===== config.mk =====
export PLATFORM = sky130hd
export DESIGN_NAME = pcc_cell
export DESIGN_NICKNAME = d
export VERILOG_FILES = /design/src/rtl/polar_cartesian_converter_macros.svh /design/src/rtl/pcc_pkg.sv /design/src/rtl/pcc_cell.sv
export SDC_FILE = /design/constraint.sdc
export NUM_CORES = 1
export LEC_CHECK = 0
export BUFFER_PORTS_ARGS = -buffer_cell sky130_fd_sc_hd__buf_4
export CORE_ASPECT_RATIO = 0.75
export CORE_UTILIZATION = 45
export CTS_BUF_LIST = sky130_fd_sc_hd__clkbuf_8
export DETAILED_ROUTE_END_ITERATION = 10
export GPL_ROUTABILITY_DRIVEN = 0
export GPL_TIMING_DRIVEN = 0
export PLACE_DENSITY = 0.76
export SKIP_CTS_REPAIR_TIMING = 1
export SLEW_MARGIN = 25
export SYNTH_ARGS = -nofsm -noshare
export SYNTH_HDL_FRONTEND = slang
export SYNTH_SLANG_ARGS = --single-unit

===== constraint.sdc =====
create_clock -name clk_i -period 1.5 [get_ports clk_i]
set_clock_uncertainty 0.2 [all_clocks]
set_input_delay 0 -clock clk_i [delete_from_list [all_inputs] [get_ports clk_i]]
set_output_delay 0 -clock clk_i [all_outputs]
set_load 0.01 [all_outputs]

===== src/rtl/polar_cartesian_converter_macros.svh =====
// Assertion macros for the polar/rectangular converter.
// Every macro samples on clk_i and is disabled while rst_ni is low, so both
// signals must be in scope wherever a macro is used.
`ifndef POLAR_CARTESIAN_CONVERTER_MACROS_SVH
`define POLAR_CARTESIAN_CONVERTER_MACROS_SVH

`ifndef SYNTHESIS
// Same-cycle implication.
`define PCC_ASSERT_IMPL(lbl, ante, cons) \
  lbl: assert property (@(posedge clk_i) disable iff (!rst_ni) (ante) |-> (cons)) \
    else $error("pcc assertion failed");
// Next-cycle implication.
`define PCC_ASSERT_NEXT(lbl, ante, cons) \
  lbl: assert property (@(posedge clk_i) disable iff (!rst_ni) (ante) |=> (cons)) \
    else $error("pcc assertion failed");
`else
`define PCC_ASSERT_IMPL(lbl, ante, cons)
`define PCC_ASSERT_NEXT(lbl, ante, cons)
`endif

`endif


===== src/rtl/pcc_pkg.sv =====
// Shared types and constants of the polar/rectangular converter.
// No dependencies; the prep, cell, post and top modules of the block import this package.
`default_nettype none

package pcc_pkg;

  // Fraction bits carried by the internal coordinates.
  localparam int GUARD = 16;
  // Extra integer and fraction bits of an internal coordinate over DATA_WIDTH.
  localparam int COORD_EXTRA = 19;
  // Length of the arctangent table, which bounds the number of iterations.
  localparam int TAB_LEN = 24;

  // Converged CORDIC gain 0.6072529350 in Q31.
  localparam logic [30:0] K_Q31 = 31'd1304065748;

  // Phase of pi in 32-bit wrapping phase units (2^32 per turn).
  localparam logic [31:0] PHASE_PI      = 32'h8000_0000;
  localparam logic [31:0] PHASE_HALF_PI = 32'h4000_0000;
  localparam logic [31:0] PHASE_3HALF   = 32'hC000_0000;

  // atan(2^-i) in phase units, rounded to nearest.
  localparam logic [31:0] ATAN_TAB [TAB_LEN] = '{
    32'h20000000, 32'h12E4051E, 32'h09FB385B, 32'h051111D4, 32'h028B0D43, 32'h0145D7E1,
    32'h00A2F61E, 32'h00517C55, 32'h0028BE53, 32'h00145F2F, 32'h000A2F98, 32'h000517CC,
    32'h00028BE6, 32'h000145F3, 32'h0000A2FA, 32'h0000517D, 32'h000028BE, 32'h0000145F,
    32'h00000A30, 32'h00000518, 32'h0000028C, 32'h00000146, 32'h000000A3, 32'h00000051
  };

  // Control that travels with each request down the pipeline.
  typedef struct packed {
    logic valid;
    logic mode;    // 0: rectangular to polar, 1: polar to rectangular
    logic origin;  // rectangular request at (0, 0)
  } pcc_ctrl_t;

endpackage

`default_nettype wire


===== src/rtl/pcc_cell.sv =====
// One CORDIC micro-rotation with its pipeline register.
// Depends on pcc_pkg for the arctangent table and the control struct.
`default_nettype none

module pcc_cell #(
  parameter int DATA_WIDTH = 16,
  parameter int STAGE      = 0
) (
  input  wire logic                clk_i,
  input  wire logic                rst_ni,
  input  wire logic                adv_i,
  input  wire pcc_pkg::pcc_ctrl_t  ctrl_i,
  input  wire logic signed [DATA_WIDTH+pcc_pkg::COORD_EXTRA-1:0] x_i,
  input  wire logic signed [DATA_WIDTH+pcc_pkg::COORD_EXTRA-1:0] y_i,
  input  wire logic        [31:0]  z_i,
  output pcc_pkg::pcc_ctrl_t       ctrl_o,
  output logic signed [DATA_WIDTH+pcc_pkg::COORD_EXTRA-1:0] x_o,
  output logic signed [DATA_WIDTH+pcc_pkg::COORD_EXTRA-1:0] y_o,
  output logic        [31:0]       z_o
);
  import pcc_pkg::*;

  localparam int          CW   = DATA_WIDTH + COORD_EXTRA;
  localparam logic [31:0] ATAN = ATAN_TAB[STAGE];

  logic                 ccw;
  logic signed [CW-1:0] xs, ys, x_d, y_d;
  logic        [31:0]   z_d;

  // Rotation drives the phase to zero, vectoring drives y to zero.
  assign ccw = ctrl_i.mode ? !z_i[31] : y_i[CW-1];
  assign xs  = x_i >>> STAGE;
  assign ys  = y_i >>> STAGE;

  always_comb begin
    if (ccw) begin
      x_d = x_i - ys;
      y_d = y_i + xs;
      z_d = z_i - ATAN;
    end else begin
      x_d = x_i + ys;
      y_d = y_i - xs;
      z_d = z_i + ATAN;
    end
  end

  always_ff @(posedge clk_i or negedge rst_ni) begin
    if (!rst_ni) begin
      ctrl_o <= '0;
    end else if (adv_i) begin
      ctrl_o <= ctrl_i;
    end
  end

  always_ff @(posedge clk_i) begin
    if (adv_i) begin
      x_o <= x_d;
      y_o <= y_d;
      z_o <= z_d;
    end
  end

endmodule

`default_nettype wire


==> reports/metrics.yaml <==
outcome:
  outcome: "finished, violations left"
  violations: "negative hold slack, negative setup slack"
detailed_routing:
  vias_per_cell: 6.34
  ant_nets: 0
  drc: 0
  routed_wl_um: 39100
  drtIter0Drc: 1796
  vias: 10800
  wl_per_cell_um: 22.9
  drtPass1Iterations: 7
sta:
  setup_viol: 60
  hold_ws_ns: -0.130
  setup_slack_ns: -0.888
  rsz0062_at_grt: "yes"
  hold_viol: 18
  period_share: 1.59
  relSlewSlack: 0.348
  worst_pin_slew_ns: 0.978
  max_freq_mhz: 419
  tns_ns: -35.74
  period_needed_ns: 2.39
  slew_viol_final: 0
layout:
  layout-drive-gt1-share: 0.448
  final_common_cell: "buf_4"
  stdcell_area_um2: 14900
  area_growth_pct: 56.4
  final_cell_mix: "buf_4, edfxtp_1, inv_1"
  fillCellCount: 1342
  antenna_cells: 0
  final_cells: 1704
  fin_nets: 1631
die:
  row_count: 45
  core_area_um2: 20400
  start_util: 0.465
  die_h_um: 128
  fp.dieArea_um2: 21700
  die_w_um: 170
  ios: 213
placement:
  dp_cells: 1574
  io_buffer_count: 212
  placed_area_um2: 12100
  hpwl_um: 26700
worst_setup_path:
  path_class: "in -> reg"
  endpoint_kind: "register"
  crit_fanout: 6
  crit_required_ns: 1.46
  cp.arrival_ns: 2.35
  start_kind: "input port"
clock_network:
  cts.sinks: 104
  cts_root_buf: "clkbuf_8"
  cts.clk_slew.worst_paths_ns: 0.11
  htree_levels: 3
  clk_latency_ns: 0.40
  cts_tree: "built"
  cts_buffers: 9
  clock_path_buffers: 2
yosys:
  synthCells: 1080
  synth_fp_nets: 1294
  synth.cell_area_um2: 9500
  synth-edff-count: 101
  avgSynthCellArea_um2: 8.80
  synth-seq-cells: 104
  yosysSeqAreaShare: 0.327
  ys.flop_type: "edfxtp_1"
  synth_warnings: 0
  synthArstFlopShare: 0.0288
  yosysUniqueCellTypes: 80
power_and_ir_drop:
  ir_drop_uv: 439
  p_leak_nw: 6.13
  p_per_area_nw_per_um2: 795
grt:
  grt_pass1_wl_um: 48400
  grt-ovfl-total: 0
  grt_pass1_vias: 8634
  antenna_found_initial: 0
  grt_start_max_net_pins: 105
  grt_use_total: 0.297
min_path:
  hold_class: "in -> reg"
job:
  maxCapViolCount: 0
==> Yosys cell counts (all sizes together) (4+ instances only) <==
| library cell | instances | area (um^2) |
|---|---|---|
| a21oi | 122 | 618 |
| ha | 102 | 1280 |
| edfxtp | 101 | 3030 |
| inv | 95 | 357 |
| nor2 | 89 | 334 |
| o21ai | 89 | 453 |
| nand2 | 59 | 221 |
| xnor2 | 59 | 517 |
| nor3 | 28 | 140 |
| o21bai | 28 | 214 |
| buf | 27 | 149 |
| a21o | 24 | 180 |
| clkbuf | 20 | 75.1 |
| nor2b | 19 | 119 |
| nand4 | 14 | 87.6 |
| o31ai | 13 | 103 |
| a211oi | 12 | 100 |
| a31oi | 12 | 90.1 |
| mux2i | 12 | 120 |
| nand3 | 12 | 60.1 |
| xor2 | 10 | 87.6 |
| o211ai | 9 | 72.6 |
| nand2b | 8 | 50.1 |
| and3 | 6 | 37.5 |
| nand3b | 6 | 45.0 |
| o22ai | 6 | 37.5 |
| o41ai | 6 | 60.1 |
| or2 | 6 | 37.5 |
| clkinv | 5 | 18.8 |
| a211o | 4 | 35.0 |
| a221oi | 4 | 35.0 |
| a41oi | 4 | 42.6 |
| and2 | 4 | 25.0 |
| and4 | 4 | 35.0 |
| fa | 4 | 80.1 |
| nor3b | 4 | 30.0 |
| nor4 | 4 | 25.0 |
| o21a | 4 | 30.0 |
| or3 | 4 | 25.0 |
==> final timing paths <==
check                                           start                    end  slack (ns)  cells past startpoint
worst max register to register  ctrl_o[1]$_DFFE_PN0P_  ctrl_o[1]$_DFFE_PN0P_        0.46                      1
min in group asynchronous                      rst_ni  ctrl_o[0]$_DFFE_PN0P_        0.30                      3
max in group asynchronous                      rst_ni  ctrl_o[2]$_DFFE_PN0P_        0.62                      3
worst max-delay path                          y_i[11]      x_o[34]$_DFFE_PP_       -0.89                     11
worst min-delay path                          y_i[34]      x_o[34]$_DFFE_PP_       -0.13                      3
worst min register to register  ctrl_o[0]$_DFFE_PN0P_  ctrl_o[0]$_DFFE_PN0P_        0.32                      1
==> metrics by stage <==
step	power (mW)	util	worst slack, ns
finish	11.8	0.727	-0.888
global route	12.2	0.727	-0.916
CTS	10.3	0.600	-1.09
detailed placement	8.54	0.590	-1.51
global placement	8.49	0.590	-1.49
floorplan	6.65	-	-0.849
==> area by class of cell <==
class,instances,area [um^2],area share
clock buffer,9,124,0.00834
sequential,104,3110,0.209
multi-input combinational,829,7560,0.509
timing repair buffer,326,2710,0.182
buffer,47,483,0.0325
clock inverter,7,66.3,0.00446
inverter,100,449,0.0302
tap,282,353,0.0237
==> flip-flops by register name (all words and copies together), names as in the netlist <==
name,count
y_o,34
ctrl_o,3
z_o,32
x_o,35
==> kinds of logic after synthesis <==
family                     Yosys count  share of synthesized area
AOI/OAI and AO/OA                  366                      0.248
buffers and inverters              147                     0.0631
xor gates and xnor gates            69                     0.0636
DFF                                104                      0.327
and+or+nand+nor                    273                      0.139
adders and majority gates          106                      0.143
muxes                               15                     0.0162
==> critical path, stage by stage <==
cell	delay, ns
buf_4	0.13
ha_4	0.33
nor2b_1	0.08
or4_1	0.41
nand4bb_4	0.22
a31oi_4	0.27
buf_6	0.15
a2bb2oi_4	0.21
a31oi_4	0.13
a22oi_2	0.30
xnor2_1	0.11
==> where the power goes <==
part	total (mW)	switching, mW	internal [mW]
combinational	6.15	3.42	2.73
sequential	3.92	0.149	3.77
clock	1.74	1.10	0.641
==> routing by layer <==
layer | share of wire | vias to the layer above | routed length, um | global-route usage
met2 | 0.42 | 961 | 16400 | 0.426
met3 | 0.15 | 226 | 5980 | 0.119
met4 | 0.044 | 0 | 1730 | 0.0742
met5 | 0 | - | 0 | 0
li1 | - | 4569 | - | -
met1 | 0.38 | 5041 | 15000 | 0.412
No activity file was read; power rests on OpenSTA's default activity.
