$ cat src/rtl/polar_cartesian_converter_macros.svh
// Assertion macros for the polar/rectangular converter.
// Every macro samples on clk_i and is disabled while rst_ni is low, so both
// signals must be in scope wherever a macro is used.
`ifndef POLAR_CARTESIAN_CONVERTER_MACROS_SVH
`define POLAR_CARTESIAN_CONVERTER_MACROS_SVH

`ifndef SYNTHESIS
// Same-cycle implication.
`define PCC_ASSERT_IMPL(lbl, ante, cons) \
  lbl: assert property (@(posedge clk_i) disable iff (!rst_ni) (ante) |-> (cons)) \
    else $error("pcc assertion failed");
// Next-cycle implication.
`define PCC_ASSERT_NEXT(lbl, ante, cons) \
  lbl: assert property (@(posedge clk_i) disable iff (!rst_ni) (ante) |=> (cons)) \
    else $error("pcc assertion failed");
`else
`define PCC_ASSERT_IMPL(lbl, ante, cons)
`define PCC_ASSERT_NEXT(lbl, ante, cons)
`endif

`endif

$ cat src/rtl/pcc_pkg.sv
// Shared types and constants of the polar/rectangular converter.
// No dependencies; the prep, cell, post and top modules of the block import this package.
`default_nettype none

package pcc_pkg;

  // Fraction bits carried by the internal coordinates.
  localparam int GUARD = 16;
  // Extra integer and fraction bits of an internal coordinate over DATA_WIDTH.
  localparam int COORD_EXTRA = 19;
  // Length of the arctangent table, which bounds the number of iterations.
  localparam int TAB_LEN = 24;

  // Converged CORDIC gain 0.6072529350 in Q31.
  localparam logic [30:0] K_Q31 = 31'd1304065748;

  // Phase of pi in 32-bit wrapping phase units (2^32 per turn).
  localparam logic [31:0] PHASE_PI      = 32'h8000_0000;
  localparam logic [31:0] PHASE_HALF_PI = 32'h4000_0000;
  localparam logic [31:0] PHASE_3HALF   = 32'hC000_0000;

  // atan(2^-i) in phase units, rounded to nearest.
  localparam logic [31:0] ATAN_TAB [TAB_LEN] = '{
    32'h20000000, 32'h12E4051E, 32'h09FB385B, 32'h051111D4, 32'h028B0D43, 32'h0145D7E1,
    32'h00A2F61E, 32'h00517C55, 32'h0028BE53, 32'h00145F2F, 32'h000A2F98, 32'h000517CC,
    32'h00028BE6, 32'h000145F3, 32'h0000A2FA, 32'h0000517D, 32'h000028BE, 32'h0000145F,
    32'h00000A30, 32'h00000518, 32'h0000028C, 32'h00000146, 32'h000000A3, 32'h00000051
  };

  // Control that travels with each request down the pipeline.
  typedef struct packed {
    logic valid;
    logic mode;    // 0: rectangular to polar, 1: polar to rectangular
    logic origin;  // rectangular request at (0, 0)
  } pcc_ctrl_t;

endpackage

`default_nettype wire

$ cat src/rtl/pcc_prep.sv
// Front end of the converter: gain pre-scale, quadrant fold and start values.
// Depends on pcc_pkg.
`default_nettype none

module pcc_prep #(
  parameter int DATA_WIDTH = 16
) (
  input  wire logic                         clk_i,
  input  wire logic                         rst_ni,
  input  wire logic                         adv_i,
  input  wire logic                         valid_i,
  input  wire logic                         mode_i,
  input  wire logic signed [DATA_WIDTH-1:0] a_i,
  input  wire logic signed [DATA_WIDTH-1:0] b_i,
  output pcc_pkg::pcc_ctrl_t                ctrl_o,
  output logic signed [DATA_WIDTH+pcc_pkg::COORD_EXTRA-1:0] x_o,
  output logic signed [DATA_WIDTH+pcc_pkg::COORD_EXTRA-1:0] y_o,
  output logic        [31:0]                z_o
);
  import pcc_pkg::*;

  localparam int CW = DATA_WIDTH + COORD_EXTRA;
  localparam int PW = DATA_WIDTH + 32;

  // Stage A: radius times gain.
  logic signed [31:0]           k_s;
  logic signed [PW-1:0]         prod_d, prod_q;
  logic signed [DATA_WIDTH-1:0] a_q, b_q;
  pcc_ctrl_t                    ctrl_a_d, ctrl_a_q;

  assign k_s    = $signed({1'b0, K_Q31});
  assign prod_d = PW'(a_i) * PW'(k_s);

  always_comb begin
    ctrl_a_d.valid  = valid_i;
    ctrl_a_d.mode   = mode_i;
    ctrl_a_d.origin = !mode_i && (a_i == '0) && (b_i == '0);
  end

  always_ff @(posedge clk_i or negedge rst_ni) begin
    if (!rst_ni) begin
      ctrl_a_q <= '0;
    end else if (adv_i) begin
      ctrl_a_q <= ctrl_a_d;
    end
  end

  always_ff @(posedge clk_i) begin
    if (adv_i) begin
      prod_q <= prod_d;
      a_q    <= a_i;
      b_q    <= b_i;
    end
  end

  // Stage B: fold into the right half plane and form the start vector.
  logic signed [CW-1:0] xk, xa, yb, x_d, y_d;
  logic        [31:0]   phase_in, z_d;
  logic                 flip;

  always_comb begin
    xk       = CW'(prod_q >>> (31 - GUARD));
    phase_in = 32'(unsigned'(b_q)) << (32 - DATA_WIDTH);
    flip     = (phase_in > PHASE_HALF_PI) && (phase_in < PHASE_3HALF);
    xa       = CW'(a_q) <<< GUARD;
    yb       = CW'(b_q) <<< GUARD;
    if (ctrl_a_q.mode) begin
      // An angle beyond a quarter turn starts from the mirrored point.
      x_d = flip ? -xk : xk;
      y_d = '0;
      z_d = flip ? phase_in + PHASE_PI : phase_in;
    end else begin
      x_d = a_q[DATA_WIDTH-1] ? -xa : xa;
      y_d = a_q[DATA_WIDTH-1] ? -yb : yb;
      z_d = a_q[DATA_WIDTH-1] ? PHASE_PI : '0;
    end
  end

  always_ff @(posedge clk_i or negedge rst_ni) begin
    if (!rst_ni) begin
      ctrl_o <= '0;
    end else if (adv_i) begin
      ctrl_o <= ctrl_a_q;
    end
  end

  always_ff @(posedge clk_i) begin
    if (adv_i) begin
      x_o <= x_d;
      y_o <= y_d;
      z_o <= z_d;
    end
  end

endmodule

`default_nettype wire

$ cat config.mk
export PLATFORM = sky130hd
export DESIGN_NAME = pcc_prep
export DESIGN_NICKNAME = d
export VERILOG_FILES = /design/src/rtl/polar_cartesian_converter_macros.svh /design/src/rtl/pcc_pkg.sv /design/src/rtl/pcc_prep.sv
export SDC_FILE = /design/constraint.sdc
export NUM_CORES = 1
export LEC_CHECK = 0
export BUFFER_PORTS_ARGS = -buffer_cell sky130_fd_sc_hd__buf_4
export CORE_MARGIN = 4
export CORE_UTILIZATION = 47
export DETAILED_ROUTE_END_ITERATION = 6
export PLACE_DENSITY_LB_ADDON = 0.25
export RECOVER_POWER = 100
export SYNTH_ARGS = -nofsm -noshare
export SYNTH_HDL_FRONTEND = slang
export SYNTH_SLANG_ARGS = --single-unit
$ cat constraint.sdc
create_clock -name clk_i -period 4.9 [get_ports clk_i]
set_input_delay 0.735 -clock clk_i [delete_from_list [all_inputs] [get_ports clk_i]]
set_output_delay 0.735 -clock clk_i [all_outputs]
set_load 0.005 [all_outputs]
==> results of run 1 <==
cells by family (layout without fill, tap and decap cells):
group	after synthesis	count (layout)
adders and majority gates	349	349
and+or+nand+nor	249	249
other	1	32
DFF	141	141
buffers and inverters	331	662
muxes	8	8
xor gates and xnor gates	81	81
AOI/OAI and AO/OA	202	202
metrics by stage:
| step | util (%) | hold WS (ns) |
|---|---|---|
| floorplan | - | 0.4394 |
| global placement | 58.54 | 0.4831 |
| detailed placement | 58.54 | 0.4931 |
| CTS | 62.14 | 0.08194 |
| global route | 63.05 | 0.1691 |
| finish | 63.05 | 0.1636 |
sequential cells by signal, summed over array words and instances, names as in the netlist:
register  flops
prod_q       33
y_o          19
b_q          16
a_q          16
z_o          16
ctrl_a_q      3
x_o          35
ctrl_o        3
worst max-delay path: stages:
cell	delay (ns)
buf_8	0.10
buf_6	0.12
ha_4	0.29
inv_4	0.04
fa_1	0.55
inv_2	0.06
fa_1	0.50
inv_1	0.06
fa_1	0.50
inv_1	0.05
fa_1	0.50
fa_2	0.46
ha_4	0.30
nand4_1	0.16
inv_1	0.11
a32oi_2	0.13
o21ai_2	0.27
a21oi_4	0.14
o21a_1	0.20
or4_4	0.48
o311ai_2	0.09
cell usage in the layout, fill, tap and decap left out, types with 28 or more instances in the layout:
cell type    n
a21oi_1     48
buf_4      220
buf_6       29
clkbuf_1    28
clkbuf_4    76
conb_1      32
edfxtp_1   135
fa_1       151
ha_1       137
ha_4        32
inv_1      238
nand2_1     46
nor2_1      62
xnor2_1     36
xor2_1      34
routing by layer:
| metal | up-vias | track usage (%) |
|---|---|---|
| met5 | - | 0 |
| li1 | 5151 | - |
| met2 | 294 | 38.23 |
| met4 | 0 | 9.258 |
| met3 | 72 | 2.632 |
| met1 | 5301 | 32.47 |
area by class of cell:
class / count / area (sq um)
Tap cell: 396 / 495.5
Sequential cell: 141 / 4204
Inverter: 270 / 1049
Fill cell: 2534 / 11300
Clock inverter: 15 / 148.9
Clock buffer: 17 / 425.4
Timing Repair Buffer: 360 / 2749
Multi-Input combinational cell: 921 / 10220
final timing paths:
check	from	endpoint	slack [ns]	depth (start not counted)
min in group clk_i	ctrl_a_q[2]	ctrl_o[2]	0.50	1
hold reg to reg	ctrl_a_q[2]	ctrl_o[2]	0.50	1
setup reg to reg	b_q[6]	x_o[25]	0.80	7
setup / recovery	a_i[6]	prod_q[42]	-0.73	21
hold / removal	rst_ni	ctrl_o[2]	0.16	1
max in group asynchronous	rst_ni	ctrl_a_q[2]	4.49	1
what timing repair did:
| item | in CTS | in global routing |
|---|---|---|
| endpoints found under the setup margin | 33 | 33 |
| resized for setup | 89 | 72 |
| pin swaps | 85 | 75 |
| hold buffers | 0 | 0 |
| setup buffers | 21 | 11 |
==> metrics.md, run 1 <==
| Metric | Value |
|---|---|
| Post-Synth XOR/XNOR Area | 4.870% |
| Initial antenna violation count | 2 |
| DR vias/cell | 5.103 |
| Largest family of logic cells by synthesized area | adder cells |
| CTS Buf Count | 17 |
| Setup tns final | -15.56 ns |
| Port buffer count | 109 |
| Dpl ws | -1.257 ns |
| Worst Max-Slew Pin Slew | 3.324 ns |
| Total Routed Length | 39220 um |
| DRC viols | 0 |
| Largest net degree at the start of global routing | 69 |
| Bufs on Longest Clock Path | 2 |
| CP Class | in2reg |
| CP Capture Type | flop |
| Avg Inst Size Synth | 10.70 sq um |
| Vert. Die Dim | 184.1 um |
| CP startpoint kind | input port |
| Leading post-synthesis cells by cell area | edfxtp_1 28%, fa_1 24%, ha_1 15%, inv_1 7.0%, a21oi_1 2.6% |
| Pre-Repair DR Iteration Count | 5 |
| Syn-to-layout area delta | 32.40% |
| Die X | 184.1 um |
| CP Max Fanout | 4 |
| Final Skew | 0.02064 ns |
| Main synth FF type | edfxtp_1 |
| Max cap viols | 3 |
| Total number of vias | 10818 |
| Sink Count | 141 |
| Yosys warnings | 0 |
| Fin worst setup slack | -0.7315 ns |
| Inst Count DP | 2058 |
| GP Congestion | 0.9331 |
| Mapped Area | 0.01457 sq mm |
| Synth Register Bits | 141 |
| Routed met3 length | 1776 um |
| Vias in the first global route | 10995 |
| Final ANT Viol Nets | 0 |
| Hold Path Class | in2async |
| Row count | 64 |
| Met1 wire length | 17130 um |
| Routed len/inst | 18.50 um |
| Area after detailed placement | 0.01791 sq mm |
| Compound-Gate Fraction of Synth Area | 8.606% |
| Clock period minus worst slack | 5.632 ns |
| Slew Limit Fails | 164 |
| First-pass GRT wire length | 60840 um |
| Initial Utilization | 47.62% |
| Final std cells w/o fill | 2120 |
| Asr flop ratio synth | 4.255% |
| DP Wirelength | 33420 um |
| Top Layer Used | met4 |
| I/O pins | 142 |
| Tcrit/Tclk final | 114.9% |
| Critical path arrival | 5.86 ns |
| Register area share after synthesis | 28.86% |
| Core ar. | 0.03059 sq mm |
| Final Setup Violations | 32 |
| Slew margin rel. | -121.6% |
| Worst Path Required | 5.13 ns |
| Number of distinct library cells after synthesis | 62 |
| Worst skew pair latency | 0.43 ns |
| # H-tree levels | 4 |
| Net count, final | 2097 |
| Met2 WL | 18660 um |
| Yosys top cell area share | 27.83% |
| Most frequent cell after synthesis | inv_1 |
| Area leader, netlist | edfxtp_1 |
| GRT Resource Usage Total | 23.49% |
| Die footprint | 0.03388 sq mm |
| RSZ-0062 raised after global routing | true |
| Iter 0 DRT Violations | 657 |
| Fin area | 0.01929 sq mm |
| Status | finished with violations |
| Synth Area in Adders | 38.89% |
| Clock root cell | clkbuf_16 |
| Max Freq | 0.1776 GHz |
| Final Hold Viols | 0 |
| Synth top cells by count | 270 x inv_1, 176 x ha_1, 173 x fa_1 |
| CTS tree | yes |
| Simple-gate share of the synthesized area | 8.804% |
| Post-synth EDFFs | 135 |
| Mux cell area share after synthesis | 0.5926% |
| Total grt overflow | 0 |
| Failing checks | max-capacitance violations, max-slew violations, negative setup slack |
| Share of post-route cells with drive strength above 1 | 32.83% |
| Inserted Diodes | 0 |
| Reg clk slew, reported paths | 0.08 ns |
| Mapped Cells | 1362 |
Power of run 1 is not shown: default switching activity piles up to over one toggle a cycle in this logic, so the estimate is an artifact.
==> run 2, diff against run 1 <==
--- a/config.mk
+++ b/config.mk
@@ -7,7 +7,7 @@
 export LEC_CHECK = 0
 export BUFFER_PORTS_ARGS = -buffer_cell sky130_fd_sc_hd__buf_4
 export CORE_MARGIN = 4
-export CORE_UTILIZATION = 47
+export CORE_UTILIZATION = 55
 export DETAILED_ROUTE_END_ITERATION = 6
 export PLACE_DENSITY_LB_ADDON = 0.25
 export RECOVER_POWER = 100
==> run 2 against run 1 <==
  * The run still ends with max-capacitance violations, max-slew violations, negative setup slack left
  * Critical path depth shrank 3
  * Utilization rose by 11 points
  * Register-to-register slack got worse by 0.08 ns
  * Die area fell by 14%
  * Global-route usage increased by 4.1 points
  * Via count increased by 1.8%
  * Final area barely moved
  * Clock-buffer cell count is the same
  * Worst hold slack lost 0.0061 ns
  * Clock skew hardly changed
  * Maximum frequency increased by 1.1%
  * Non-clock buffer count decreased by 9
==> metrics.md, run 2 (synthesis gave the netlist of run 1 again) <==
| Metric | Value |
|---|---|
| Hold Path Class | in2async |
| GRT Resource Usage Total | 27.62% |
| Worst r2r dst | x_o[25] |
| Area after detailed placement | 0.01781 sq mm |
| Final ANT Viol Nets | 0 |
| Met1 wire length | 16310 um |
| Sink Count | 141 |
| GP Congestion | 0.9889 |
| Status | finished with violations |
| Critical path arrival | 5.74 ns |
| FF-to-FF path depth | 7 |
| Reg2reg start | b_q[6] |
| CTS tree | yes |
| Dpl ws | -1.170 ns |
| Final std cells w/o fill | 2050 |
| Inserted Diodes | 0 |
| CP Capture Type | flop |
| CP endpoint | prod_q[45] |
| Worst Max-Slew Pin Slew | 2.864 ns |
| Pre-Repair DR Iteration Count | 5 |
| First-pass GRT wire length | 61760 um |
| Vias in the first global route | 11513 |
| Net count, final | 2088 |
| Inst Count DP | 1991 |
| Worst Path Required | 5.07 ns |
| Clock root cell | clkbuf_16 |
| Tcrit/Tclk final | 113.7% |
| Total number of vias | 11009 |
| Largest net degree at the start of global routing | 99 |
| Routed len/inst | 19.24 um |
| CTS Buf Count | 17 |
| Final Setup Violations | 31 |
| I/O pins | 142 |
| Slew Limit Fails | 211 |
| Die X | 170.7 um |
| RSZ-0062 raised after global routing | true |
| Initial Utilization | 55.90% |
| Crit path launch | a_i[6] |
| Iter 0 DRT Violations | 734 |
| Most frequent cells in the layout | 230 x inv_1, 206 x buf_4, 150 x fa_1 |
| Core ar. | 0.02606 sq mm |
| CP startpoint kind | input port |
| Top Layer Used | met4 |
| Total Routed Length | 39440 um |
| Slew margin rel. | -90.91% |
| Reg-to-reg setup timing slack | 0.72 ns |
| Bufs on Longest Clock Path | 2 |
| Row count | 59 |
| Die footprint | 0.02915 sq mm |
| Final Hold Viols | 0 |
| Share of post-route cells with drive strength above 1 | 32.77% |
| Met2 WL | 20020 um |
| DR vias/cell | 5.370 |
| Max cap viols | 3 |
| Fin area | 0.01928 sq mm |
| DP Wirelength | 32280 um |
| Max FFs per register | 35 |
| Final Skew | 0.02017 ns |
| Top Registers | x_o x35, prod_q x33, y_o x19 |
| Failing checks | max-capacitance violations, max-slew violations, negative setup slack |
| Reg clk slew, reported paths | 0.07 ns |
| Routed met3 length | 1697 um |
| Max Freq | 0.1794 GHz |
| Largest Register | x_o |
| # H-tree levels | 4 |
| Port buffer count | 109 |
| Fin worst setup slack | -0.6728 ns |
| Total grt overflow | 0 |
| DRC viols | 0 |
| CP Class | in2reg |
| Initial antenna violation count | 1 |
| Clock period minus worst slack | 5.573 ns |
| Vert. Die Dim | 170.7 um |
| Post-layout util | 74.00% |
| CP Max Fanout | 5 |
| Commonest non-fill, non-tap cell in the layout | inv_1 |
| Worst skew pair latency | 0.43 ns |
| Syn-to-layout area delta | 32.37% |
run 2: cell type report:
class / instances / area (sq um)
clock buffer: 17 / 425.4
fill: 1838 / 6775
tap: 335 / 419.2
clock inverter: 15 / 170.2
timing repair buffer: 351 / 2761
inverter: 270 / 1049
sequential: 141 / 4204
multi-input combinational: 921 / 10250
run 2: worst min path at each step:
stage                           start  depth (start not counted)  slack [ns]     endpoint
after global routing           rst_ni                          1        0.19  ctrl_a_q[2]
final                          rst_ni                          1        0.16    ctrl_o[2]
after CTS                      rst_ni                          1        0.09  ctrl_a_q[2]
after detailed placement  ctrl_a_q[2]                          1        0.49    ctrl_o[2]
after floorplan                rst_ni                          0        0.44  ctrl_a_q[0]
after global placement    ctrl_a_q[2]                          1        0.48  ctrl_a_q[2]
run 2: stage by stage:
| step | TNS (ns) | hold slack, ns |
|---|---|---|
| 3_5_place_dp | -28.95 | 0.4941 |
| 2_1_floorplan | -10.79 | 0.4394 |
| 5_1_grt | -17.46 | 0.1882 |
| 3_3_place_gp | -27.24 | 0.4831 |
| 4_1_cts | -12.09 | 0.08720 |
| 6_report | -13.54 | 0.1575 |
run 2: repair_timing:
item / CTS / global route
gates resized for setup: 133 / 57
buffers inserted: 24 / 10
hold buffers: 0 / 0
pin swaps: 98 / 46
endpoints found under the setup margin: 32 / 33
run 2: per-layer routing:
metal / vias to the layer above / GRT usage, %
met4: 0 / 10.49
met3: 69 / 2.865
met2: 354 / 47.97
met5: - / 0
li1: 5133 / -
met1: 5453 / 35.99
run 2: critical path: stages:
cell and delay [ns]:
buf_12 0.11, fa_2 0.58, inv_2 0.04, fa_2 0.53
fa_1 0.45, fa_2 0.48, fa_1 0.51, inv_1 0.06
fa_1 0.53, ha_4 0.22, a21o_1 0.18, a21o_1 0.21
a2111oi_4 0.37, nand3_2 0.14, nand2_4 0.15, o31a_1 0.15
a41oi_2 0.11, xor2_1 0.18
Power of run 2 is left out for the same reason.
