<file path="config.mk">
export PLATFORM = sky130hd
export DESIGN_NAME = pcc_post_flat
export DESIGN_NICKNAME = d
export VERILOG_FILES = /design/src/rtl/polar_cartesian_converter_macros.svh /design/src/rtl/pcc_pkg.sv /design/src/rtl/pcc_out_if.sv /design/src/rtl/pcc_post.sv /design/src/flat_wrapper.sv
export SDC_FILE = /design/constraint.sdc
export NUM_CORES = 1
export LEC_CHECK = 0
export ABC_AREA = 1
export BUFFER_PORTS_ARGS = -buffer_cell sky130_fd_sc_hd__buf_2
export CAP_MARGIN = 20
export CORE_UTILIZATION = 65
export DETAILED_ROUTE_END_ITERATION = 16
export GPL_ROUTABILITY_DRIVEN = 0
export GPL_TIMING_DRIVEN = 0
export MAX_ROUTING_LAYER = met4
export PLACE_DENSITY = 0.86
export SLEW_MARGIN = 20
export SYNTH_ARGS = -nofsm -noshare
export SYNTH_HDL_FRONTEND = slang
export SYNTH_SLANG_ARGS = --single-unit
export TNS_END_PERCENT = 100
</file>
<file path="constraint.sdc">
create_clock -name clk_i -period 4 [get_ports clk_i]
set_input_delay 0.4 -clock clk_i [delete_from_list [all_inputs] [get_ports clk_i]]
set_output_delay 0.4 -clock clk_i [all_outputs]
set_load 0.01 [all_outputs]
</file>
<file path="src/rtl/polar_cartesian_converter_macros.svh">
// Assertion macros for the polar/rectangular converter.
// Every macro samples on clk_i and is disabled while rst_ni is low, so both
// signals must be in scope wherever a macro is used.
`ifndef POLAR_CARTESIAN_CONVERTER_MACROS_SVH
`define POLAR_CARTESIAN_CONVERTER_MACROS_SVH

`ifndef SYNTHESIS
// Same-cycle implication.
`define PCC_ASSERT_IMPL(lbl, ante, cons) \
  lbl: assert property (@(posedge clk_i) disable iff (!rst_ni) (ante) |-> (cons)) \
    else $error("pcc assertion failed");
// Next-cycle implication.
`define PCC_ASSERT_NEXT(lbl, ante, cons) \
  lbl: assert property (@(posedge clk_i) disable iff (!rst_ni) (ante) |=> (cons)) \
    else $error("pcc assertion failed");
`else
`define PCC_ASSERT_IMPL(lbl, ante, cons)
`define PCC_ASSERT_NEXT(lbl, ante, cons)
`endif

`endif

</file>
<file path="src/rtl/pcc_pkg.sv">
// Shared types and constants of the polar/rectangular converter.
// No dependencies; the prep, cell, post and top modules of the block import this package.
`default_nettype none

package pcc_pkg;

  // Fraction bits carried by the internal coordinates.
  localparam int GUARD = 16;
  // Extra integer and fraction bits of an internal coordinate over DATA_WIDTH.
  localparam int COORD_EXTRA = 19;
  // Length of the arctangent table, which bounds the number of iterations.
  localparam int TAB_LEN = 24;

  // Converged CORDIC gain 0.6072529350 in Q31.
  localparam logic [30:0] K_Q31 = 31'd1304065748;

  // Phase of pi in 32-bit wrapping phase units (2^32 per turn).
  localparam logic [31:0] PHASE_PI      = 32'h8000_0000;
  localparam logic [31:0] PHASE_HALF_PI = 32'h4000_0000;
  localparam logic [31:0] PHASE_3HALF   = 32'hC000_0000;

  // atan(2^-i) in phase units, rounded to nearest.
  localparam logic [31:0] ATAN_TAB [TAB_LEN] = '{
    32'h20000000, 32'h12E4051E, 32'h09FB385B, 32'h051111D4, 32'h028B0D43, 32'h0145D7E1,
    32'h00A2F61E, 32'h00517C55, 32'h0028BE53, 32'h00145F2F, 32'h000A2F98, 32'h000517CC,
    32'h00028BE6, 32'h000145F3, 32'h0000A2FA, 32'h0000517D, 32'h000028BE, 32'h0000145F,
    32'h00000A30, 32'h00000518, 32'h0000028C, 32'h00000146, 32'h000000A3, 32'h00000051
  };

  // Control that travels with each request down the pipeline.
  typedef struct packed {
    logic valid;
    logic mode;    // 0: rectangular to polar, 1: polar to rectangular
    logic origin;  // rectangular request at (0, 0)
  } pcc_ctrl_t;

endpackage

`default_nettype wire

</file>
<file path="src/rtl/pcc_out_if.sv">
// Result channel of the polar/rectangular converter: valid/ready and payload.
// No dependencies.
`default_nettype none

interface pcc_out_if #(
  parameter int DATA_WIDTH = 16
);
  logic                       valid;
  logic                       ready;
  logic signed [DATA_WIDTH:0] first_result;
  logic signed [DATA_WIDTH:0] second_result;

  modport source (output valid, first_result, second_result, input ready);
  modport sink   (input valid, first_result, second_result, output ready);
endinterface

`default_nettype wire

</file>
<file path="src/rtl/pcc_post.sv">
// Back end of the converter: rounding, gain removal on the radius, output register.
// Depends on pcc_pkg and the pcc_out_if interface.
`default_nettype none

module pcc_post #(
  parameter int DATA_WIDTH = 16
) (
  input  wire logic                clk_i,
  input  wire logic                rst_ni,
  input  wire logic                adv_i,
  input  wire pcc_pkg::pcc_ctrl_t  ctrl_i,
  input  wire logic signed [DATA_WIDTH+pcc_pkg::COORD_EXTRA-1:0] x_i,
  input  wire logic signed [DATA_WIDTH+pcc_pkg::COORD_EXTRA-1:0] y_i,
  input  wire logic        [31:0]  z_i,
  output pcc_pkg::pcc_ctrl_t       ctrl_o,
  pcc_out_if.source                out_o
);
  import pcc_pkg::*;

  localparam int CW = DATA_WIDTH + COORD_EXTRA;
  localparam int OW = DATA_WIDTH + 1;
  localparam int HW = CW - 25;
  localparam int HPW = HW + 31;
  localparam int SW = DATA_WIDTH + 50;
  localparam int RW = SW - 47;

  localparam logic signed [CW-1:0] ROUND_HALF = CW'(1 <<< (GUARD - 1));
  localparam logic signed [CW-1:0] OUT_MAX    = CW'((64'sd1 <<< DATA_WIDTH) - 64'sd1);
  localparam logic signed [CW-1:0] OUT_MIN    = CW'(-(64'sd1 <<< DATA_WIDTH));
  localparam logic        [RW-1:0] RAD_MAX    = RW'((64'd1 << DATA_WIDTH) - 64'd1);
  localparam logic        [31:0]   ANG_BIAS   =
    (DATA_WIDTH < 32) ? (32'd1 << (31 - DATA_WIDTH)) : 32'd0;
  localparam logic        [SW-1:0] SUM_HALF   = SW'(1) << 46;

  function automatic logic signed [OW-1:0] sat_out(input logic signed [CW-1:0] v);
    logic signed [CW-1:0] c;
    c = v;
    if (v > OUT_MAX) begin
      c = OUT_MAX;
    end else if (v < OUT_MIN) begin
      c = OUT_MIN;
    end
    return OW'(c);
  endfunction

  // Stage C: round the rotated coordinates, round the phase, and form the two
  // partial products of the radius with the gain.
  logic signed [CW-1:0] x_rnd, y_rnd;
  logic        [31:0]   z_rnd;
  logic        [CW-2:0] mag;
  logic        [HW-1:0] hi;
  logic        [23:0]   lo;
  logic signed [OW-1:0] fr_d, sr_d, ang_d, fr_q, sr_q, ang_q;
  logic        [HPW-1:0] hi_p_d, hi_p_q;
  logic        [54:0]   lo_p_d, lo_p_q;
  pcc_ctrl_t            ctrl_c_q;

  always_comb begin
    x_rnd  = (x_i + ROUND_HALF) >>> GUARD;
    y_rnd  = (y_i + ROUND_HALF) >>> GUARD;
    fr_d   = sat_out(x_rnd);
    sr_d   = sat_out(y_rnd);
    z_rnd  = z_i + ANG_BIAS;
    ang_d  = OW'($signed(z_rnd[31 -: DATA_WIDTH]));
    // The vectoring x is never negative, so its sign bit is dropped.
    mag    = x_i[CW-2:0];
    hi     = mag[CW-2:24];
    lo     = mag[23:0];
    hi_p_d = HPW'(hi) * HPW'(K_Q31);
    lo_p_d = 55'(lo) * 55'(K_Q31);
  end

  always_ff @(posedge clk_i or negedge rst_ni) begin
    if (!rst_ni) begin
      ctrl_c_q <= '0;
    end else if (adv_i) begin
      ctrl_c_q <= ctrl_i;
    end
  end

  always_ff @(posedge clk_i) begin
    if (adv_i) begin
      fr_q   <= fr_d;
      sr_q   <= sr_d;
      ang_q  <= ang_d;
      hi_p_q <= hi_p_d;
      lo_p_q <= lo_p_d;
    end
  end

  // Stage D: radius = round(floor(x * K / 2^31) / 2^16), folded into one shift.
  logic [SW-1:0]        sum;
  logic [RW-1:0]        rad;
  logic signed [OW-1:0] rad_s, first_d, second_d, first_q, second_q;
  pcc_ctrl_t            ctrl_q;

  always_comb begin
    sum   = (SW'(hi_p_q) << 24) + SW'(lo_p_q) + SUM_HALF;
    rad   = sum[SW-1:47];
    rad_s = (rad > RAD_MAX) ? OW'(RAD_MAX) : OW'(rad);
    if (ctrl_c_q.mode) begin
      first_d  = fr_q;
      second_d = sr_q;
    end else if (ctrl_c_q.origin) begin
      first_d  = '0;
      second_d = '0;
    end else begin
      first_d  = rad_s;
      second_d = ang_q;
    end
  end

  always_ff @(posedge clk_i or negedge rst_ni) begin
    if (!rst_ni) begin
      ctrl_q <= '0;
    end else if (adv_i) begin
      ctrl_q <= ctrl_c_q;
    end
  end

  always_ff @(posedge clk_i) begin
    if (adv_i) begin
      first_q  <= first_d;
      second_q <= second_d;
    end
  end

  assign ctrl_o              = ctrl_q;
  assign out_o.valid         = ctrl_q.valid;
  assign out_o.first_result  = first_q;
  assign out_o.second_result = second_q;

endmodule

`default_nettype wire

</file>
<file path="src/flat_wrapper.sv">
// flat-port wrapper written by rule: the top's interface ports become plain ports
module pcc_post_flat import pcc_pkg::*;
#(
  parameter int DATA_WIDTH = 16
)
  (clk_i, rst_ni, adv_i, ctrl_i, x_i, y_i, z_i, ctrl_o, out_o_valid, out_o_first_result, out_o_second_result, out_o_ready);
  pcc_out_if #(.DATA_WIDTH(DATA_WIDTH)) out_o_i ();
  input  wire logic clk_i;
  input  wire logic rst_ni;
  input  wire logic adv_i;
  input  wire pcc_pkg::pcc_ctrl_t ctrl_i;
  input  wire logic signed [DATA_WIDTH+pcc_pkg::COORD_EXTRA-1:0] x_i;
  input  wire logic signed [DATA_WIDTH+pcc_pkg::COORD_EXTRA-1:0] y_i;
  input  wire logic        [31:0] z_i;
  output pcc_pkg::pcc_ctrl_t ctrl_o;
  output wire logic [$bits(out_o_i.valid)-1:0] out_o_valid;
  output wire logic [$bits(out_o_i.first_result)-1:0] out_o_first_result;
  output wire logic [$bits(out_o_i.second_result)-1:0] out_o_second_result;
  input wire logic [$bits(out_o_i.ready)-1:0] out_o_ready;
  assign out_o_valid = out_o_i.valid;
  assign out_o_first_result = out_o_i.first_result;
  assign out_o_second_result = out_o_i.second_result;
  assign out_o_i.ready = out_o_ready;
  pcc_post #(.DATA_WIDTH(DATA_WIDTH)) u_core (.clk_i(clk_i), .rst_ni(rst_ni), .adv_i(adv_i), .ctrl_i(ctrl_i), .x_i(x_i), .y_i(y_i), .z_i(z_i), .ctrl_o(ctrl_o), .out_o(out_o_i));
endmodule
</file>
==> results of run 1 <==
-- cells by family after synthesis --
kind of cell / Yosys count / share of synthesized area [%]
buffers and inverters: 819 / 11.28
XOR/XNOR: 106 / 3.440
adder cells (fa/ha/maj): 779 / 45.88
flip-flops: 158 / 17.12
AND/OR/NAND/NOR: 1008 / 15.38
AO/OA/AOI/OAI: 329 / 6.890
-- through the flow --
| step | hold WS [ns] | utilization [%] | cell area [µm²] | instances | TNS (ns) |
|---|---|---|---|---|---|
| 2_1_floorplan | 0.1044 | - | 28410 | 3199 | -41.78 |
| 3_5_place_dp | 0.2291 | 70.96 | 29700 | 3854 | -93.33 |
| 3_3_place_gp | 0.2221 | 70.87 | 29660 | 3853 | -88.03 |
| 4_1_cts | 0.1900 | 77.96 | 32630 | 3975 | -41.56 |
-- timing repair --
action	CTS
hold buffers	1
endpoints found under the setup margin	58
pin swaps	228
gates resized for setup	436
hold endpoints to repair	6
buffers inserted	88
-- Yosys cell counts (all sizes together), types with 12 or more instances --
cell    number  area [µm²]
inv        805        3022
nand2      589        2268
ha         395        4942
fa         384        7687
nor2       225       852.1
edfxtp     152        4564
a21oi      138       690.7
nand3      103       538.0
o21ai      101       528.0
xor2        78       683.2
nor3        31       160.1
xnor2       28       264.0
nand4       24       150.1
o21bai      24       180.2
a22o        16       140.1
a31oi       16       100.1
a21o        13       97.59
nor4        12       102.6
-- layer usage --
layer  track usage [%]  GRT overflow
met4             60.20             6
met3             60.83             0
met1             70.18             0
met5                 -             -
met2             84.09             3
==> results.sh, run 1 <==
export IMPL_netlist_area_um2=27530
export IMPL_globalRouteOverflowTotal=9
export IMPL_synth_edf_count=152
export IMPL_stop_error="[ERROR GRT-0232] Routing congestion too high. Check the congestion heatmap in the GUI."
export IMPL_avgSynthCellArea_um2=8.606
export IMPL_port_buffers=115
export IMPL_cts_sinks=158
export IMPL_pre_cts_slack_ns=-2.399
export IMPL_start_util_pct=65.78
export IMPL_die_width_um=207.8
export IMPL_synth_seq_cells=158
export IMPL_cts_buffers=17
export IMPL_ys_types=48
export IMPL_syn_num_nets=4087
export IMPL_synth_warnings=0
export IMPL_hpwl_um=67620
export IMPL_grt_max_degree=93
export IMPL_cts_max_level=4
export IMPL_grt_use_total_pct=70.85
export IMPL_die_height_um=207.8
export IMPL_lastStage="global routing (5_1_grt)"
export IMPL_ys_flop_type="edfxtp_1"
export IMPL_row_count=75
export IMPL_async_reset_ff_share_pct=3.797
export IMPL_grt_worst_setup_endpoint="u_core.lo_p_q[43]$_DFFE_PP_/D"
export IMPL_endpoint_type="register data pin"
export IMPL_cts_root_buffer="clkbuf_16"
export IMPL_ios=147
export IMPL_syn_inst=3199
export IMPL_status="stopped before the end"
export IMPL_ys_seq_area_share_pct=17.12
export IMPL_cts_max_path_buffers=2
==> run 2, diff against run 1 <==
--- a/config.mk
+++ b/config.mk
@@ -8,12 +8,11 @@
 export ABC_AREA = 1
 export BUFFER_PORTS_ARGS = -buffer_cell sky130_fd_sc_hd__buf_2
 export CAP_MARGIN = 20
-export CORE_UTILIZATION = 65
+export CORE_UTILIZATION = 40
 export DETAILED_ROUTE_END_ITERATION = 16
 export GPL_ROUTABILITY_DRIVEN = 0
 export GPL_TIMING_DRIVEN = 0
-export MAX_ROUTING_LAYER = met4
-export PLACE_DENSITY = 0.86
+export PLACE_DENSITY_LB_ADDON = 0.15
 export SLEW_MARGIN = 20
 export SYNTH_ARGS = -nofsm -noshare
 export SYNTH_HDL_FRONTEND = slang
==> run 2 against run 1 <==
  * Area after synthesis stayed put
  * The flow now finishes, with violations (setup timing)
  * Synthesized cell count unchanged
==> results.sh, run 2 <==
export IMPL_drt_pass1_iterations=5
export IMPL_synthTopCellsByCount="inv_1 (801), nand2_1 (568), ha_1 (395)"
export IMPL_rsz0062_at_grt="yes"
export IMPL_critPathSlowestCell="fa_2"
export IMPL_die_area_um2=69880
export IMPL_slowest_delay_ns=0.57
export IMPL_routedWlPerCell_um=18.94
export IMPL_final_area_um2=34550
export IMPL_netlist_area_um2=27530
export IMPL_hpwl_um=70910
export IMPL_start_util_pct=40.70
export IMPL_cts_max_level=4
export IMPL_slew_violations=0
export IMPL_period_minus_slack_ns=5.509
export IMPL_synth_area_leaders="fa_1 (28%), ha_1 (18%), edfxtp_1 (17%), inv_1 (11%), nand2_1 (7.7%)"
export IMPL_status="finished, violations left"
export IMPL_hp_class="in -> reg"
export IMPL_synth_top_area_share_pct=27.92
export IMPL_ys_seq_area_share_pct=17.12
export IMPL_finalSetupViolCount=52
export IMPL_yosys_cell_count_top_type="inv_1"
export IMPL_fill_cells=6296
export IMPL_drive_above_1_share_pct=25.62
export IMPL_syn_num_nets=4087
export IMPL_synth_seq_cells=158
export IMPL_ys_flop_type="edfxtp_1"
export IMPL_drt_wl_total_um=82870
export IMPL_r2r_end="u_core.out_o.first_result[7]$_DFFE_PP_"
export IMPL_grt_pass1_vias=22100
export IMPL_cts_tree="yes"
export IMPL_worst_slack_ns=-1.509
export IMPL_grt_max_degree=89
export IMPL_required_ns=4.19
export IMPL_port_buffers=115
export IMPL_drtIter0Drc=1374
export IMPL_ys_types=48
export IMPL_synth_edf_count=152
export IMPL_nNetsFinal=4376
export IMPL_synthToLayoutAreaGrowth_pct=25.51
export IMPL_regToRegStartpoint="u_core.lo_p_q[49]$_DFFE_PP_"
export IMPL_via_per_inst=4.935
export IMPL_place_area_um2=30120
export IMPL_crit_path_cell_trace="buf_12, fa_2, inv_2, fa_2, fa_2, inv_2, fa_1, fa_2, fa_1, inv_1, fa_1, inv_2, ha_4, nand2_8, nor2_4, inv_2, nor2_4, inv_4, nor4_4, nand3_2, nand3_2, xor2_1"
export IMPL_grt_use_total_pct=23.82
export IMPL_async_reset_ff_share_pct=3.797
export IMPL_whs_path_depth=3
export IMPL_worstPathMaxFanout=5
export IMPL_antenna_found_initial=3
export IMPL_ios=147
export IMPL_maxSlewHeadroom_pct=41.15
export IMPL_pre_cts_slack_ns=-2.580
export IMPL_synth_area_leader_cell="fa_1"
export IMPL_cts_sinks=158
export IMPL_path_delay_family="adder cells"
export IMPL_fin_skew_ns=0.009509
export IMPL_critPathArrivalTime_ns=5.69
export IMPL_fp_coreArea_um2=67630
export IMPL_synth_warnings=0
export IMPL_row_count=95
export IMPL_grt_pass1_wl_um=125900
export IMPL_multiInputGateArea_um2=22720
export IMPL_finalCritPeriodShare_pct=137.7
export IMPL_final_common_cell="inv_1"
export IMPL_reg_top3="u_core.hi_p_q: 39 flops, u_core.lo_p_q: 29 flops"
export IMPL_hold_start="ctrl_i[0]"
export IMPL_reg2reg_setup_slack_ns=1.15
export IMPL_vias=21590
export IMPL_avgSynthCellArea_um2=8.606
export IMPL_violations="setup timing"
export IMPL_die_height_um=264.3
export IMPL_cts_buffers=17
export IMPL_fin_util_pct=51.09
export IMPL_critPathBufInv=7
export IMPL_ant_nets=0
export IMPL_die_width_um=264.3
export IMPL_fmax_mhz=181.5
export IMPL_largest_reg_flops=39
export IMPL_globalRouteOverflowTotal=0
export IMPL_maxCapViolCount=0
export IMPL_criticalPathCategory="in -> reg"
export IMPL_clk_insertion_delay_late_ns=0.44
export IMPL_worst_setup_path_end_kind="flip-flop"
export IMPL_cts_clk_slew_worst_paths_ns=0.07
export IMPL_syn_inst=3199
export IMPL_cts_max_path_buffers=2
export IMPL_cp_start_kind="input port"
export IMPL_regMostFlops="u_core.hi_p_q"
export IMPL_min_to="u_core.ctrl_c_q[0]$_DFFE_PN0P_"
export IMPL_final_cell_mix="inv_1 (701), nand2_1 (503), fa_1 (323), ha_1 (301), edfxtp_1 (152)"
export IMPL_cts_root_buffer="clkbuf_16"
export IMPL_worstMarginPinSlew_ns=0.8735
export IMPL_regArea_um2=4715
export IMPL_finalHoldViolations=0
export IMPL_drc=0
export IMPL_r2r_cells=12
## run 2: cell type report
class	count	area share (%)
antenna	1	0.007242
buffer	14	0.2462
clock buffer	17	1.231
clock inverter	15	0.5033
inverter	805	8.918
multi-input combinational	2222	65.76
sequential	158	13.64
tap	873	3.161
timing repair buffer	270	6.525
## run 2: what timing repair did
action / 4_1_cts / 5_1_grt
endpoints found under the setup margin: 59 / 55
buffers inserted: 77 / 77
resized for setup: 392 / 287
hold endpoints to repair: 6 / 0
hold buffers: 1 / 0
pin swaps: 201 / 201
## run 2: per-stage QoR
stage / hold WS, ns / std cells / TNS, ns
floorplan: 0.1044 / 3199 / -41.78
global placement: 0.2293 / 4187 / -96.71
detailed placement: 0.2277 / 4188 / -96.82
CTS: 0.1502 / 4298 / -40.63
global route: 0.1798 / 4374 / -48.49
finish: 0.1860 / 4375 / -44.20
## run 2: logic make-up after synthesis
| family | count (synthesis) | share of synthesized area [%] |
|---|---|---|
| and+or+nand+nor | 1008 | 15.38 |
| DFF | 158 | 17.12 |
| xor gates and xnor gates | 106 | 3.440 |
| adders and majority gates | 779 | 45.88 |
| AOI/OAI and AO/OA | 329 | 6.890 |
| buffers and inverters | 819 | 11.28 |
## run 2: tightest hold or removal path: stages
cell and delay (ns):
buf_2 0.08, nand2_1 0.04, o21ai_0 0.07
## run 2: worst max path at each step
stage                       start  cells after the start                           to  slack [ns]
after floorplan            x_i[5]                     21  u_core.lo_p_q[44]$_DFFE_PP_       -1.40
after global routing       x_i[5]                     22  u_core.lo_p_q[44]$_DFFE_PP_       -1.62
after CTS                  x_i[5]                     20  u_core.lo_p_q[53]$_DFFE_PP_       -1.40
final                      x_i[5]                     22  u_core.lo_p_q[44]$_DFFE_PP_       -1.51
after detailed placement  x_i[10]                     21  u_core.lo_p_q[50]$_DFFE_PP_       -2.58
after global placement    x_i[10]                     21  u_core.lo_p_q[50]$_DFFE_PP_       -2.57
## run 2: metal layers
metal	up-vias	global-route usage, %	part of all wire (%)	wire [µm]
met5	-	0	0	0
met4	0	5.091	1.8	1493
met3	85	2.731	5.0	4124
met2	541	39.25	47	38710
met1	10400	33.68	47	38550
li1	10570	-	-	-
Power of run 2 is left out: the tool's default activity adds up to more than one toggle a clock period on the data nets, which glitch-free logic cannot reach.
